**src/sv/hpc_pkg.sv**
```systemverilog
`timescale 1ns / 1ps

package hpc_pkg;

  // Field and register widths.
  localparam int COORD_WIDTH = 32;
  localparam int SIDE_W      = 31;
  localparam int INV_W       = 25;
  localparam int OUT_W       = 17;
  localparam int CFG_DATA_W  = 31;
  localparam int CFG_IDX_W   = 1;

  localparam logic [CFG_IDX_W-1:0] REG_SIDE_LENGTH     = CFG_IDX_W'(0);
  localparam logic [CFG_IDX_W-1:0] REG_INV_SIDE_LENGTH = CFG_IDX_W'(1);

  localparam logic [SIDE_W-1:0] SIDE_RESET = SIDE_W'(65536);
  localparam logic [INV_W-1:0]  INV_RESET  = INV_W'(16777216);

  // Constants in Q.24.
  localparam int CONST_W = 24;
  localparam int FRAC    = 24;
  localparam logic [CONST_W-1:0] K_HALF_SQRT3  = CONST_W'(14529495);
  localparam logic [CONST_W-1:0] C_TWO_THIRDS  = CONST_W'(11184811);
  localparam logic [CONST_W-1:0] C_ONE_THIRD   = CONST_W'(5592405);
  localparam logic [CONST_W-1:0] C_SQRT3_THIRD = CONST_W'(9686330);
  localparam logic signed [CONST_W:0] C23_S = $signed({1'b0, C_TWO_THIRDS});
  localparam logic signed [CONST_W:0] C13_S = $signed({1'b0, C_ONE_THIRD});
  localparam logic signed [CONST_W:0] C33_S = $signed({1'b0, C_SQRT3_THIRD});

  // Front datapath widths.
  localparam int TX_W        = ((COORD_WIDTH > 34) ? COORD_WIDTH : 34) + 2;
  localparam int TY_W        = ((COORD_WIDTH > 32) ? COORD_WIDTH : 32) + 2;
  localparam int HPROD_W     = SIDE_W + CONST_W;
  localparam int HH_SHIFT    = 23;
  localparam int HH_W        = HPROD_W - HH_SHIFT;
  localparam logic [HPROD_W-1:0] HH_ROUND = HPROD_W'(1) << (HH_SHIFT - 1);
  localparam int AXIAL_SHIFT = 17;
  localparam int PX_W        = TX_W + CONST_W + 1;
  localparam int PY_W        = TY_W + CONST_W + 1;
  localparam int AXL_W       = TX_W + 9;

  // Back datapath widths.
  localparam int LO_W  = 22;
  localparam int HI_W  = AXL_W - LO_W;
  localparam int PL_W  = LO_W + INV_W;
  localparam int PH_W  = HI_W + INV_W + 1;
  localparam int S_W   = AXL_W + INV_W + 1;
  localparam int Q_W   = AXL_W + 1;
  localparam int CY_W  = Q_W + 1;
  localparam int MAG_W = CY_W;
  localparam int KM_W  = MAG_W - FRAC + 1;
  localparam int K_W   = KM_W + 1;
  localparam int ERR_W = FRAC;
  localparam int K2_W  = K_W + 1;
  localparam int ROW_W = K2_W + 1;

  localparam logic [OUT_W-1:0] OUT_MIN = {1'b1, {(OUT_W-1){1'b0}}};
  localparam logic [OUT_W-1:0] OUT_MAX = {1'b0, {(OUT_W-1){1'b1}}};

  // Pipeline and queue shape.
  localparam int FRONT_STAGES = 3;
  localparam int FCNT_W       = $clog2(FRONT_STAGES + 1);
  localparam int BACK_STAGES  = 6;
  localparam int QDEPTH       = 4;
  localparam int QPTR_W       = $clog2(QDEPTH);
  localparam int QCNT_W       = $clog2(QDEPTH + 1);
  localparam int LATENCY      = FRONT_STAGES + 1 + BACK_STAGES;

  typedef struct packed {
    logic signed [AXL_W-1:0] ax;
    logic signed [AXL_W-1:0] az;
  } axial_t;

  typedef struct packed {
    logic [QCNT_W-1:0] count;
    logic              empty;
  } queue_stat_t;

  function automatic logic [OUT_W-1:0] sat_out(input logic signed [ROW_W-1:0] v);
    logic [ROW_W-OUT_W:0] upper;
    logic [OUT_W-1:0]     res;
    upper = v[ROW_W-1:OUT_W-1];
    priority if (upper == '0 || upper == '1) begin
      res = v[OUT_W-1:0];
    end else if (v[ROW_W-1]) begin
      res = OUT_MIN;
    end else begin
      res = OUT_MAX;
    end
    return res;
  endfunction

endpackage

```
**src/sv/hpc_front.sv**
```systemverilog
`timescale 1ns / 1ps

module hpc_front import hpc_pkg::*; (
  input  logic                          clk_i,
  input  logic                          rst_ni,
  input  logic                          accept_i,
  input  logic signed [COORD_WIDTH-1:0] point_x_i,
  input  logic signed [COORD_WIDTH-1:0] point_y_i,
  input  logic [SIDE_W-1:0]             side_length_i,
  output logic                          push_o,
  output axial_t                        axial_o,
  output logic [FCNT_W-1:0]             inflight_o
);

  logic [FRONT_STAGES-1:0] fv_q;

  // Stage 1: shifted x and the half-height product.
  logic signed [TX_W-1:0]        x_ext;
  logic [TX_W-1:0]               s5;
  logic signed [TX_W-1:0]        tx1_d, tx1_q;
  logic [HPROD_W-1:0]            hprod_d, hprod_q;
  logic signed [COORD_WIDTH-1:0] y1_q;

  // Stage 2: shifted y and the x products.
  logic [HPROD_W-1:0]     hh_sum;
  logic [HH_W-1:0]        hh;
  logic signed [TY_W-1:0] ty2_d, ty2_q;
  logic signed [PX_W-1:0] p23_d, p23_q, p13_d, p13_q;

  // Stage 3: axial q and the y product.
  logic signed [AXL_W-1:0] ax3_d, ax3_q, m13_d, m13_q;
  logic signed [PY_W-1:0]  pty_d, pty_q;

  always_ff @(posedge clk_i or negedge rst_ni) begin
    if (!rst_ni) begin
      fv_q <= '0;
    end else begin
      fv_q <= {fv_q[FRONT_STAGES-2:0], accept_i};
    end
  end

  assign x_ext   = TX_W'(point_x_i);
  assign s5      = TX_W'({side_length_i, 2'b00}) + TX_W'(side_length_i);
  assign tx1_d   = (x_ext <<< 1) - $signed(s5);
  assign hprod_d = HPROD_W'(side_length_i) * HPROD_W'(K_HALF_SQRT3);

  assign hh_sum = hprod_q + HH_ROUND;
  assign hh     = hh_sum[HPROD_W-1:HH_SHIFT];
  assign ty2_d  = (TY_W'(y1_q) <<< 1) - $signed(TY_W'(hh));
  assign p23_d  = PX_W'(tx1_q) * PX_W'(C23_S);
  assign p13_d  = PX_W'(tx1_q) * PX_W'(C13_S);

  assign ax3_d = AXL_W'(p23_q >>> AXIAL_SHIFT);
  assign m13_d = AXL_W'(p13_q >>> AXIAL_SHIFT);
  assign pty_d = PY_W'(ty2_q) * PY_W'(C33_S);

  always_ff @(posedge clk_i) begin
    tx1_q   <= tx1_d;
    hprod_q <= hprod_d;
    y1_q    <= point_y_i;
    ty2_q   <= ty2_d;
    p23_q   <= p23_d;
    p13_q   <= p13_d;
    ax3_q   <= ax3_d;
    m13_q   <= m13_d;
    pty_q   <= pty_d;
  end

  assign push_o     = fv_q[FRONT_STAGES-1];
  assign axial_o.ax = ax3_q;
  assign axial_o.az = AXL_W'(pty_q >>> AXIAL_SHIFT) - m13_q;
  assign inflight_o = FCNT_W'($countones(fv_q));

endmodule

```
**config.mk**
```make
export PLATFORM = sky130hd
export DESIGN_NAME = hpc_front
export DESIGN_NICKNAME = d
export VERILOG_FILES = /design/src/sv/hpc_pkg.sv /design/src/sv/hpc_front.sv
export SDC_FILE = /design/constraint.sdc
export NUM_CORES = 2
export LEC_CHECK = 0
export BUFFER_PORTS_ARGS = -buffer_cell sky130_fd_sc_hd__buf_2
export CORE_ASPECT_RATIO = 0.75
export CORE_MARGIN = 2
export CORE_UTILIZATION = 40
export CTS_BUF_LIST = sky130_fd_sc_hd__clkbuf_8 sky130_fd_sc_hd__clkbuf_16
export DETAILED_ROUTE_END_ITERATION = 7
export GPL_TIMING_DRIVEN = 0
export MAX_ROUTING_LAYER = met4
export SYNTH_ARGS = -nofsm -noshare
export SYNTH_HDL_FRONTEND = slang
export SYNTH_SLANG_ARGS = --single-unit
```
**constraint.sdc**
```tcl
create_clock -name clk_i -period 13.5 [get_ports clk_i]
set_input_delay 3.375 -clock clk_i [delete_from_list [all_inputs] [get_ports clk_i]]
set_output_delay 3.375 -clock clk_i [all_outputs]
set_load 0.05 [all_outputs]
```
# [After elaboration in Yosys (flattened, before gate mapping)]
# Index checks and enable logic that the tools add are counted.
[word_totals] out_inout_bits=93 regBits=426 inputBits=98
[op_classes] addsub=7 n_mul=4
[ops] operator="36-bit by 25-bit multiplier with 61-bit output (second input constant)" count=1
[ops] operator="36-bit by 24-bit multiplier with 60-bit output (second input constant)" count=1
[ops] operator="34-bit by 24-bit multiplier with 58-bit output (second input constant)" count=1
[ops] operator="55-bit by 23-bit adder with 55-bit output (second input constant)" count=1
[ops] operator="31-bit by 24-bit multiplier with 55-bit output (second input constant)" count=1
[ops] operator="42-bit by 43-bit subtractor with 44-bit output" count=1
[ops] operator="33-bit by 35-bit subtractor with 36-bit output" count=1
[ops] operator="33-bit by 31-bit adder with 34-bit output" count=1
[ops] operator="33-bit by 33-bit subtractor with 34-bit output" count=1
[ops] operator="1-bit by 1-bit adder with 2-bit output" count=1
[ops] operator="2-bit by 1-bit adder with 2-bit output" count=1

# [Logic depth before layout (Yosys ltp)]
[depth] depth_word=2 mapped_depth=26 depth_no_buf=26

# [Worst setup path after synthesis]
# Ideal clock, no wire load.
[synth_path] path_type="input -> register" from="input side_length_i[6]" to="register hprod_q[54]" setup_time_ns=0.123 stages=22 required_ns=13.377 n_path_buf=0 slack_ns=4.130 arrival_time_ns=9.246 path_cell_list="inv_1 fa_1 fa_1 inv_1 fa_1 fa_1 fa_1 fa_1 inv_1 fa_1 inv_1 ha_1 and3_1 and3_1 nand2_1 a211oi_1 nor3_1 or3_1 a31oi_1 o41a_1 a21oi_1 xor2_1"
[synth_via] elab_chain_cells=1
[synth_lines] element="start, declared" line_no="hpc_front.sv:9" source="input logic [SIDE_W-1:0] side_length_i,"
[synth_lines] element="31-bit by 24-bit multiplier with 55-bit output" line_no="hpc_front.sv:45" source="assign hprod_d = HPROD_W'(side_length_i) * HPROD_W'(K_HALF_SQRT3);"
[synth_lines] element="named net hprod_d[54]" line_no="hpc_front.sv:21" source="logic [HPROD_W-1:0] hprod_d, hprod_q;"
[synth_lines] element="end signal, assigned" line_no="hpc_front.sv:59" source="hprod_q <= hprod_d;"
[synth_lines] element="end, declared" line_no="hpc_front.sv:21"
# The timed path passes the listed nets, and every way through them passes these cells.

# [Worst setup path in the final report]
[layout_path] from="input side_length_i[19]" to="register hprod_q[54]"
# Same word-level chain as after synthesis.

==> out/metrics.yaml <==
status:
  status: "completed"
worst_setup_path:
  start_kind: "input port"
  end_kind: "flop"
  critPathMaxStageDelay_ns: 0.78
  crit_arrival_ns: 11.11
  path_buf_inv: 7
  worst_ep_required_time_ns: 14.02
  crit_fanout: 8
  path_class: "input port to flop"
  critical_path.top_delay_family: "adder cells"
  slowest_stage: "a211oi_1"
final_layout:
  nets: 9366
  syn_to_final_growth_pct: 7.80
  fillers: 15900
  final_common_cell: "inv_1"
  multi_input_area_mm2: 0.0500
  final_cell_mix: "inv_1, fa_1, ha_1, dfxtp_1, a21oi_1"
  drive_above_1_share_pct: 4.25
  regArea_mm2: 0.00710
  final_core_util_pct: 43.4
timing:
  relSlewSlack_pct: 28.3
  period_needed_ns: 10.59
  timing.fmax_ghz: 0.0944
  period_share_pct: 78.5
  hold_violations: 0
  slew_violations: 0
  skew_ns: 0.0710
  grt_setup_unrepaired: "false"
  tightestPinTransition_ns: 1.07
  setup_viol: 0
  fin_setup_tns_ns: 0
  fin_ws_ns: 2.91
logic_synthesis:
  async_flop_share_pct: 0.847
  synth_fp_nets: 9131
  synth_area_mm2: 0.0653
  ys_ff_latch: 354
  ys_warn_count: 0
  syn_area_per_cell_um2: 9.61
  synth_ff_type: "dfxtp_1"
  synth_seq_area_share_pct: 10.9
  synthCells: 6798
  synth_edf_count: 0
  synth_cell_types: 80
drt:
  routedWlPerCell_um: 20.3
  totalWireLength_mm: 187
  drt_iter0_drc: 2999
  dr.pass1.iters: 6
  drtAntennaViolNets: 0
  vias: 45500
  drc_errors: 0
  routed_via_density: 4.94
clock_tree:
  clk-insertion-delay-late_ns: 0.63
  clkTransAtPathRegs_ns: 0.07
  htreeDepth: 2
  holdBufCountCts: 0
  clock_sinks: 354
  cts_buffers: 42
  cts_resized: 0
  cts_buffer_depth: 3
  cts_root_buf: "clkbuf_16"
  cts_tree: "built"
  post-cts-setup-buffers: 0
floorplan:
  ioPinCount: 191
  die_w_um: 471
  core_area_mm2: 0.162
  row_count: 128
  die_h_um: 354
  dieArea_mm2: 0.167
  start_util_pct: 40.3
min_path:
  hold_class: "flop to flop"
global_route:
  grt_pass1_vias: 47500
  antenna_found_initial: 9
  grt_start_max_net_pins: 33
  grt_pass1_wl_mm: 287
  globalRouteOverflowTotal: 0
  grt_usage_pct: 23.3
placed_design:
  gp_congestion: 0.984
  hpwl_mm: 169
  io_buffers: 190
  place_ws_ns: 2.30
flow_run:
  maxCapViolCount: 0
-- final timing paths --
check                                        from                  end  slack, ns  cells past startpoint
max in group asynchronous                  rst_ni    fv_q[2]$_DFF_PN0_      10.87                      1
worst max register to register  tx1_q[12]$_DFF_P_    p23_q[49]$_DFF_P_       4.64                     21
worst min-delay path            p13_q[44]$_DFF_P_    m13_q[27]$_DFF_P_       0.31                      0
min in group asynchronous                  rst_ni    fv_q[0]$_DFF_PN0_       2.52                      1
worst min register to register  p13_q[44]$_DFF_P_    m13_q[27]$_DFF_P_       0.31                      0
worst max-delay path            side_length_i[19]  hprod_q[54]$_DFF_P_       2.91                     25
-- cell usage after synthesis, types with 7 or more instances --
cell | n | share of area, %
nor2_1 | 152 | 0.87
nor2b_1 | 35 | 0.34
o21a_1 | 44 | 0.51
a21o_1 | 175 | 2.0
nor3_1 | 49 | 0.38
a21boi_0 | 11 | 0.13
or3_1 | 19 | 0.18
xnor2_1 | 221 | 3.0
and3_1 | 32 | 0.31
clkbuf_1 | 45 | 0.26
dfxtp_1 | 351 | 11
inv_1 | 2146 | 12
or2_2 | 12 | 0.11
a21oi_1 | 308 | 2.4
nand2b_1 | 38 | 0.36
xor2_1 | 135 | 1.8
and4_1 | 15 | 0.20
nand2_1 | 178 | 1.0
a31oi_1 | 31 | 0.30
a41oi_1 | 7 | 0.094
o211ai_1 | 28 | 0.32
o21bai_1 | 27 | 0.31
nand4_1 | 56 | 0.54
nor4_1 | 10 | 0.096
o2111ai_1 | 7 | 0.094
ha_1 | 1000 | 19
and2_1 | 19 | 0.18
fa_1 | 1235 | 38
o21ai_1 | 12 | 0.092
o31ai_1 | 15 | 0.17
o21ai_0 | 155 | 1.2
nand3_1 | 74 | 0.57
a211oi_1 | 27 | 0.31
-- final cells by class --
type                    count  area share, %
diodes                      5         0.0178
repair buffers            191           1.38
clock inverters            31          0.439
clock buffers              47           1.59
flip-flops and latches    354           10.1
plain buffers              53          0.293
inverters                2146           11.4
multi-input cells        4245           71.0
well taps                2145           3.81
-- stage by stage --
step | hold slack [ns] | instance area [um2] | std cells
after floorplan | 0.310 | 65300 | 6798
after global placement | 0.312 | 69000 | 9133
after detailed placement | 0.312 | 69000 | 9134
after CTS | 0.318 | 70400 | 9212
after global routing | 0.326 | 70400 | 9214
final | 0.314 | 70400 | 9217
-- layer usage --
metal / GRT usage, % / vias to the layer above / wire length (um)
met5: - / - / 0
met4: 3.58 / 0 / 2780
met3: 4.34 / 129 / 13800
met2: 33.6 / 1172 / 79300
met1: 34.4 / 22900 / 91500
li1: - / 21400 / -
-- kinds of logic after synthesis --
family | count (synthesis) | synth area share, %
adder cells (fa/ha/maj) | 2236 | 57.0
buffers and inverters | 2199 | 12.6
AO/OA/AOI/OAI | 939 | 9.21
AND/OR/NAND/NOR | 709 | 5.43
XOR/XNOR | 356 | 4.77
flip-flops | 354 | 10.9
multiplexers | 5 | 0.0766
-- registers in the layout (all words and copies together) (netlist names) --
name and flops:
ty2_q 34, y1_q 32, m13_q 43, hprod_q 34, p13_q 43, fv_q 3, p23_q 44, pty_q 42
tx1_q 35, ax3_q 44
Power is not shown: default switching activity piles up to over one toggle a cycle in this logic, so the estimate is an artifact.
