File: src/sv/hpc_pkg.sv
`timescale 1ns / 1ps

package hpc_pkg;

  // Field and register widths.
  localparam int COORD_WIDTH = 32;
  localparam int SIDE_W      = 31;
  localparam int INV_W       = 25;
  localparam int OUT_W       = 17;
  localparam int CFG_DATA_W  = 31;
  localparam int CFG_IDX_W   = 1;

  localparam logic [CFG_IDX_W-1:0] REG_SIDE_LENGTH     = CFG_IDX_W'(0);
  localparam logic [CFG_IDX_W-1:0] REG_INV_SIDE_LENGTH = CFG_IDX_W'(1);

  localparam logic [SIDE_W-1:0] SIDE_RESET = SIDE_W'(65536);
  localparam logic [INV_W-1:0]  INV_RESET  = INV_W'(16777216);

  // Constants in Q.24.
  localparam int CONST_W = 24;
  localparam int FRAC    = 24;
  localparam logic [CONST_W-1:0] K_HALF_SQRT3  = CONST_W'(14529495);
  localparam logic [CONST_W-1:0] C_TWO_THIRDS  = CONST_W'(11184811);
  localparam logic [CONST_W-1:0] C_ONE_THIRD   = CONST_W'(5592405);
  localparam logic [CONST_W-1:0] C_SQRT3_THIRD = CONST_W'(9686330);
  localparam logic signed [CONST_W:0] C23_S = $signed({1'b0, C_TWO_THIRDS});
  localparam logic signed [CONST_W:0] C13_S = $signed({1'b0, C_ONE_THIRD});
  localparam logic signed [CONST_W:0] C33_S = $signed({1'b0, C_SQRT3_THIRD});

  // Front datapath widths.
  localparam int TX_W        = ((COORD_WIDTH > 34) ? COORD_WIDTH : 34) + 2;
  localparam int TY_W        = ((COORD_WIDTH > 32) ? COORD_WIDTH : 32) + 2;
  localparam int HPROD_W     = SIDE_W + CONST_W;
  localparam int HH_SHIFT    = 23;
  localparam int HH_W        = HPROD_W - HH_SHIFT;
  localparam logic [HPROD_W-1:0] HH_ROUND = HPROD_W'(1) << (HH_SHIFT - 1);
  localparam int AXIAL_SHIFT = 17;
  localparam int PX_W        = TX_W + CONST_W + 1;
  localparam int PY_W        = TY_W + CONST_W + 1;
  localparam int AXL_W       = TX_W + 9;

  // Back datapath widths.
  localparam int LO_W  = 22;
  localparam int HI_W  = AXL_W - LO_W;
  localparam int PL_W  = LO_W + INV_W;
  localparam int PH_W  = HI_W + INV_W + 1;
  localparam int S_W   = AXL_W + INV_W + 1;
  localparam int Q_W   = AXL_W + 1;
  localparam int CY_W  = Q_W + 1;
  localparam int MAG_W = CY_W;
  localparam int KM_W  = MAG_W - FRAC + 1;
  localparam int K_W   = KM_W + 1;
  localparam int ERR_W = FRAC;
  localparam int K2_W  = K_W + 1;
  localparam int ROW_W = K2_W + 1;

  localparam logic [OUT_W-1:0] OUT_MIN = {1'b1, {(OUT_W-1){1'b0}}};
  localparam logic [OUT_W-1:0] OUT_MAX = {1'b0, {(OUT_W-1){1'b1}}};

  // Pipeline and queue shape.
  localparam int FRONT_STAGES = 3;
  localparam int FCNT_W       = $clog2(FRONT_STAGES + 1);
  localparam int BACK_STAGES  = 6;
  localparam int QDEPTH       = 4;
  localparam int QPTR_W       = $clog2(QDEPTH);
  localparam int QCNT_W       = $clog2(QDEPTH + 1);
  localparam int LATENCY      = FRONT_STAGES + 1 + BACK_STAGES;

  typedef struct packed {
    logic signed [AXL_W-1:0] ax;
    logic signed [AXL_W-1:0] az;
  } axial_t;

  typedef struct packed {
    logic [QCNT_W-1:0] count;
    logic              empty;
  } queue_stat_t;

  function automatic logic [OUT_W-1:0] sat_out(input logic signed [ROW_W-1:0] v);
    logic [ROW_W-OUT_W:0] upper;
    logic [OUT_W-1:0]     res;
    upper = v[ROW_W-1:OUT_W-1];
    priority if (upper == '0 || upper == '1) begin
      res = v[OUT_W-1:0];
    end else if (v[ROW_W-1]) begin
      res = OUT_MIN;
    end else begin
      res = OUT_MAX;
    end
    return res;
  endfunction

endpackage

File: src/sv/hpc_queue.sv
`timescale 1ns / 1ps

module hpc_queue import hpc_pkg::*; (
  input  logic        clk_i,
  input  logic        rst_ni,
  input  logic        push_i,
  input  axial_t      data_i,
  input  logic        pop_i,
  output axial_t      data_o,
  output queue_stat_t stat_o
);

  axial_t             mem_q [QDEPTH];
  logic [QPTR_W-1:0]  wr_ptr_q, wr_ptr_d, rd_ptr_q, rd_ptr_d;
  logic [QCNT_W-1:0]  count_q, count_d;

  always_comb begin
    wr_ptr_d = wr_ptr_q;
    rd_ptr_d = rd_ptr_q;
    count_d  = count_q;
    if (push_i) begin
      wr_ptr_d = (wr_ptr_q == QPTR_W'(QDEPTH - 1)) ? '0 : wr_ptr_q + QPTR_W'(1);
    end
    if (pop_i) begin
      rd_ptr_d = (rd_ptr_q == QPTR_W'(QDEPTH - 1)) ? '0 : rd_ptr_q + QPTR_W'(1);
    end
    unique case ({push_i, pop_i})
      2'b10:   count_d = count_q + QCNT_W'(1);
      2'b01:   count_d = count_q - QCNT_W'(1);
      default: count_d = count_q;
    endcase
  end

  always_ff @(posedge clk_i or negedge rst_ni) begin
    if (!rst_ni) begin
      wr_ptr_q <= '0;
      rd_ptr_q <= '0;
      count_q  <= '0;
    end else begin
      wr_ptr_q <= wr_ptr_d;
      rd_ptr_q <= rd_ptr_d;
      count_q  <= count_d;
    end
  end

  always_ff @(posedge clk_i) begin
    if (push_i) begin
      mem_q[wr_ptr_q] <= data_i;
    end
  end

  assign data_o       = mem_q[rd_ptr_q];
  assign stat_o.count = count_q;
  assign stat_o.empty = (count_q == '0);

endmodule

File: config.mk
export PLATFORM = sky130hd
export DESIGN_NAME = hpc_queue
export DESIGN_NICKNAME = d
export VERILOG_FILES = /design/src/sv/hpc_pkg.sv /design/src/sv/hpc_queue.sv
export SDC_FILE = /design/constraint.sdc
export NUM_CORES = 1
export LEC_CHECK = 0
export BUFFER_PORTS_ARGS = -buffer_cell sky130_fd_sc_hd__buf_4
export CELL_PAD_IN_SITES_DETAIL_PLACEMENT = 0
export CELL_PAD_IN_SITES_GLOBAL_PLACEMENT = 1
export CORE_MARGIN = 3
export CORE_UTILIZATION = 35
export DETAILED_ROUTE_END_ITERATION = 6
export PLACE_DENSITY = 0.58
export SLEW_MARGIN = 20
export SYNTH_ARGS = -nofsm -noshare
export SYNTH_HDL_FRONTEND = slang
export SYNTH_SLANG_ARGS = --single-unit
File: constraint.sdc
create_clock -name clk_i -period 5.1 [get_ports clk_i]
set_input_delay 1.02 -clock clk_i [delete_from_list [all_inputs] [get_ports clk_i]]
set_output_delay 1.02 -clock clk_i [all_outputs]
set_load 0.01 [all_outputs]
== Yosys cells after proc, flatten, opt, wreduce, memory -nomap -nowiden ==
Memories as Yosys holds them, arrays and structs flattened.
Index checks and enable logic that the tools add are counted.

* Reductions and logical operators: 2
* Equality and inequality tests: 4
* Add/sub/neg operators: 4
* Multiplexer cells: 5

{| class="wikitable"
|+ Operators by type and width
! cell !! count
|-
| 2-bit equality test (second input constant) || 3
|-
| 3-bit one-hot mux with 2 select lines || 1
|-
| 2-bit by 1-bit adder with 2-bit output (second input constant) || 2
|-
| 2-bit two-way mux || 2
|-
| 3-bit by 1-bit adder with 3-bit output (second input constant) || 1
|-
| 3-bit zero test || 1
|-
| 3-bit by 1-bit subtractor with 3-bit output (second input constant) || 1
|-
| 2-bit by 1-bit equality test with 1-bit output (second input constant) || 1
|-
| 1-bit two-way mux || 2
|-
| 2-bit nonzero test || 1
|}

* Register bits: 7
* Memories: 1
* RAM bits: 360
* Logic and storage cells: 19
* Input port bits: 94
* Output and inout port bits: 94

{| class="wikitable"
|+ Memories
! name !! words !! width !! read ports !! clocked after memory_dff !! wr ports !! RTL line !! source
|-
| mem_q || 4 || 90 || 1 || 0 || 1 || hpc_queue.sv:13 || <nowiki>axial_t mem_q [QDEPTH];</nowiki>
|}

== Depth between registers and ports, before layout ==
* Depth after elaboration: 2
* Gate-level depth with buffers: 7
* Gate-level depth less buffers: 7

== Worst setup path before layout ==
No wires, ideal clock.

* Kind: input-to-reg
* From: input push_i
* To: memory mem_q[0][0] in the netlist's numbering, enable pin
* Data arrival time: 3.106 ns
* Path slack: 1.536 ns
* Library setup time: 0.458 ns
* Path buffers: 0
* Stages: 1
* Data required time: 4.642 ns
* Cell sequence: and2_1

* Word-level cells in the longest chain between the ends: 2

{| class="wikitable"
|+ Ends and longest elaborated chain
! item !! RTL line !! source
|-
| from (decl) || hpc_queue.sv:6 || <nowiki>input logic push_i,</nowiki>
|-
| 1-bit two-way mux || hpc_queue.sv:47 || <nowiki>if (push_i) begin</nowiki>
|-
| 1-bit two-way mux (implied by the code) || hpc_queue.sv:48 || <nowiki>mem_q[wr_ptr_q] <= data_i;</nowiki>
|-
| to (decl) || hpc_queue.sv:13 ||
|}

No other way between the ends.

==> impl_metrics.json <==
{
  "grt_util_all_layers": 0.1358,
  "postLayoutSetupSlackWorst_ns": 1.540,
  "final.setup.tns_ns": 0,
  "initial_core_util": 0.3559,
  "cts_inserted_buffers": 40,
  "rsz0062_at_grt": "no",
  "reg2reg_slack_ns": 2.89,
  "detailedRoute.firstIterationViolations": 300,
  "antenna_cells_inserted": 0,
  "critPathCaptureType": "primary output",
  "worstSetupStartpoint": "rd_ptr_q[1]",
  "timing.final.max_slew_violations": 0,
  "cts_setup_buffers": 0,
  "flop_and_latch_count_out_of_synthesis": 367,
  "root_cell_of_the_clock_tree": "sky130_fd_sc_hd__clkbuf_16",
  "floorplan.die.height_um": 201.7,
  "grt_pass1_wl_mm": 41.70,
  "portBuffers": 187,
  "internal_power_uw": 6897,
  "count_of_vias_placed_by_the_detailed_router": 6007,
  "hold_violations": 0,
  "startpoint_type": "flip-flop",
  "cts_resized": 0,
  "min_period_ns": 3.560,
  "syn_area_per_cell_um2": 26.44,
  "worstPathMaxFanout": 43,
  "postCtsHoldBufs": 0,
  "worst_ep_required_time_ns": 4.08,
  "pwr-share-seq": 0.428,
  "synth-warning-count": 0,
  "nNetsFinal": 829,
  "cts.clk_slew.worst_paths_ns": 0.06,
  "timing.clock.skew_ns": 0.01004,
  "result_of_the_run": "complete, no violations",
  "synth.distinct_cells": 19,
  "power.leakage_uw": 0.005658,
  "clock_sinks": 367,
  "synth_nets": 608,
  "drc": 0,
  "p_per_area_mw_per_mm2": 572.8,
  "reg_to_reg_endpoint": "mem_q[0][33]",
  "synth_area_mm2": 0.01341,
  "tightestPinTransition_ns": 0.7972,
  "via_count_of_the_first_global_routing_pass": 6745,
  "finalWeightedCongestion": 0.6671,
  "count_of_final_setup_violators": 0,
  "antenna_found_initial": 1,
  "hold_path_class": "in2async",
  "timing.slew.headroom": 0.4685,
  "design.die.area_mm2": 0.04068,
  "viasPerCell": 4.734,
  "length_of_the_first_detailed_routing_pass_in_iterations": 4,
  "switching_share": 0.2768,
  "cts_htree_levels": 2,
  "fp.coreArea_mm2": 0.03767,
  "floorplan.io_pins": 188,
  "regToRegStartpoint": "wr_ptr_q[0]",
  "criticalPathCategory": "reg2out",
  "synth_seq_area_share": 0.8195,
  "worst-endpoint-arrival_ns": 2.54,
  "drtAntennaViolNets": 0,
  "clkLatencyLatePin_ns": 0.53,
  "fmaxAchievable_ghz": 0.2809,
  "cts_buffer_depth": 3,
  "grt_start_max_net_pins": 53,
  "rows": 71,
  "dp_hpwl_mm": 16.42,
  "power.net_switching_uw": 2640,
  "layout_worst_path_cycle_share": 0.6980,
  "clk_pwr_share": 0.285,
  "clock_tree_from_tritoncts": "done",
  "synthCells": 507,
  "drt_wirelength_mm": 27.31,
  "power.combinational.fraction": 0.287,
  "final_layout_size_suffix_gt1_frac": 0.4617,
  "synthToLayoutAreaGrowth_pct": 24.19,
  "routed_wire_length_per_instance_um": 21.52,
  "ir_worst_vdd_v": 0.0003502,
  "dp_worst_setup_slack_ns": 2.036,
  "grt.overflow.total": 0,
  "timing.max_cap.violations": 0,
  "die_width_um": 201.7,
  "count_of_cells_along_the_worst_register_to_register_path": 4
}
-- state kept, by name, indices dropped and copies added, names as in the netlist --
signal	cells
mem_q	360
wr_ptr_q	2
count_q	3
rd_ptr_q	2
-- power by group through the flow --
stage	logic (uW)	clock network (uW)	registers, uW
floorplan	1690	0	4050
global placement	2800	0	4120
detailed placement	2830	0	4150
CTS	2840	2810	4090
global route	2970	2930	4130
finish	2740	2720	4080
-- cells in the mapped netlist --
cell type / count / share of area
sky130_fd_sc_hd__dfrtp_1: 7 / 0.013
sky130_fd_sc_hd__xor2_1: 2 / 0.0013
sky130_fd_sc_hd__edfxtp_1: 360 / 0.81
sky130_fd_sc_hd__ha_1: 6 / 0.0056
sky130_fd_sc_hd__buf_4: 1 / 0.00056
sky130_fd_sc_hd__or3_1: 1 / 0.00047
sky130_fd_sc_hd__and2_1: 4 / 0.0019
sky130_fd_sc_hd__buf_6: 9 / 0.0076
sky130_fd_sc_hd__mux2_2: 2 / 0.0017
sky130_fd_sc_hd__mux2i_1: 1 / 0.00075
sky130_fd_sc_hd__nand2_1: 1 / 0.00028
sky130_fd_sc_hd__fa_1: 1 / 0.0015
sky130_fd_sc_hd__inv_1: 6 / 0.0017
sky130_fd_sc_hd__mux4_2: 90 / 0.15
sky130_fd_sc_hd__o21ai_0: 2 / 0.00075
sky130_fd_sc_hd__buf_2: 10 / 0.0037
sky130_fd_sc_hd__xnor2_1: 1 / 0.00065
sky130_fd_sc_hd__nor2_1: 2 / 0.00056
sky130_fd_sc_hd__nor3_1: 1 / 0.00037
-- cells in the final DEF (no fill, tap or decap), types with 2 or more instances in the layout --
master,n
sky130_fd_sc_hd__and2_4,4
sky130_fd_sc_hd__buf_4,198
sky130_fd_sc_hd__bufinv_16,3
sky130_fd_sc_hd__clkbuf_1,11
sky130_fd_sc_hd__clkbuf_16,41
sky130_fd_sc_hd__clkinv_1,8
sky130_fd_sc_hd__clkinv_2,7
sky130_fd_sc_hd__dfrtp_1,5
sky130_fd_sc_hd__dfrtp_4,2
sky130_fd_sc_hd__edfxtp_1,360
sky130_fd_sc_hd__ha_1,6
sky130_fd_sc_hd__inv_1,6
sky130_fd_sc_hd__mux2_2,2
sky130_fd_sc_hd__mux4_2,90
sky130_fd_sc_hd__nor2_1,2
sky130_fd_sc_hd__o21ai_0,2
sky130_fd_sc_hd__xor2_1,2
-- worst max-delay path by stage --
stage                  endpoint  cells after the start
CTS                  data_o[55]                      3
detailed placement   data_o[55]                      3
global route         data_o[30]                      3
global placement     data_o[30]                      3
finish               data_o[40]                      3
floorplan           mem_q[0][0]                      1
-- logic make-up after synthesis --
logic type,count (synthesis),share of synthesized area
compound gates,2,0.0007467
xor+xnor,3,0.001960
fa+ha+maj,7,0.007093
buf+inv,26,0.01353
flops,367,0.8195
mux,93,0.1536
simple gates,9,0.003546
-- area by class of cell --
type / count / area (um2)
Timing Repair Buffer: 199 / 1506
Tap cell: 511 / 639.4
Sequential cell: 367 / 10990
Clock buffer: 52 / 1067
Inverter: 6 / 22.52
Clock inverter: 20 / 171.4
Fill cell: 3288 / 21020
Multi-Input combinational cell: 114 / 2248
-- per-stage QoR --
| stage | cell area, um2 | std cells | utilization | hold slack, ns | power, uW |
|---|---|---|---|---|---|
| 6_report | 16650 | 1269 | 0.4420 | 0.3035 | 9537 |
| 5_1_grt | 16650 | 1269 | 0.4420 | 0.2735 | 10030 |
| 4_1_cts | 16650 | 1269 | 0.4420 | 0.2557 | 9749 |
| 3_5_place_dp | 15410 | 1197 | 0.4091 | 0.5015 | 6985 |
| 3_3_place_gp | 15410 | 1197 | 0.4091 | 0.5007 | 6921 |
| 2_1_floorplan | 13410 | 507 | - | 0.5223 | 5739 |
-- routing by layer --
| layer | GRT usage | wire length, um | up-vias | part of all wire |
|---|---|---|---|---|
| met5 | 0 | 11 | - | 0.00040 |
| met4 | 0.04585 | 617 | 2 | 0.023 |
| met3 | 0.03786 | 1596 | 49 | 0.058 |
| met2 | 0.2378 | 14200 | 151 | 0.52 |
| met1 | 0.1625 | 10890 | 3170 | 0.40 |
| li1 | - | - | 2635 | - |
-- worst max-delay path, stage by stage (launching register included) --
cell and delay (ns):
sky130_fd_sc_hd__dfrtp_4 0.89, sky130_fd_sc_hd__buf_4 0.53, sky130_fd_sc_hd__mux4_2 0.41, sky130_fd_sc_hd__buf_4 0.17
Note: power is estimated with default switching activity, not from simulation.
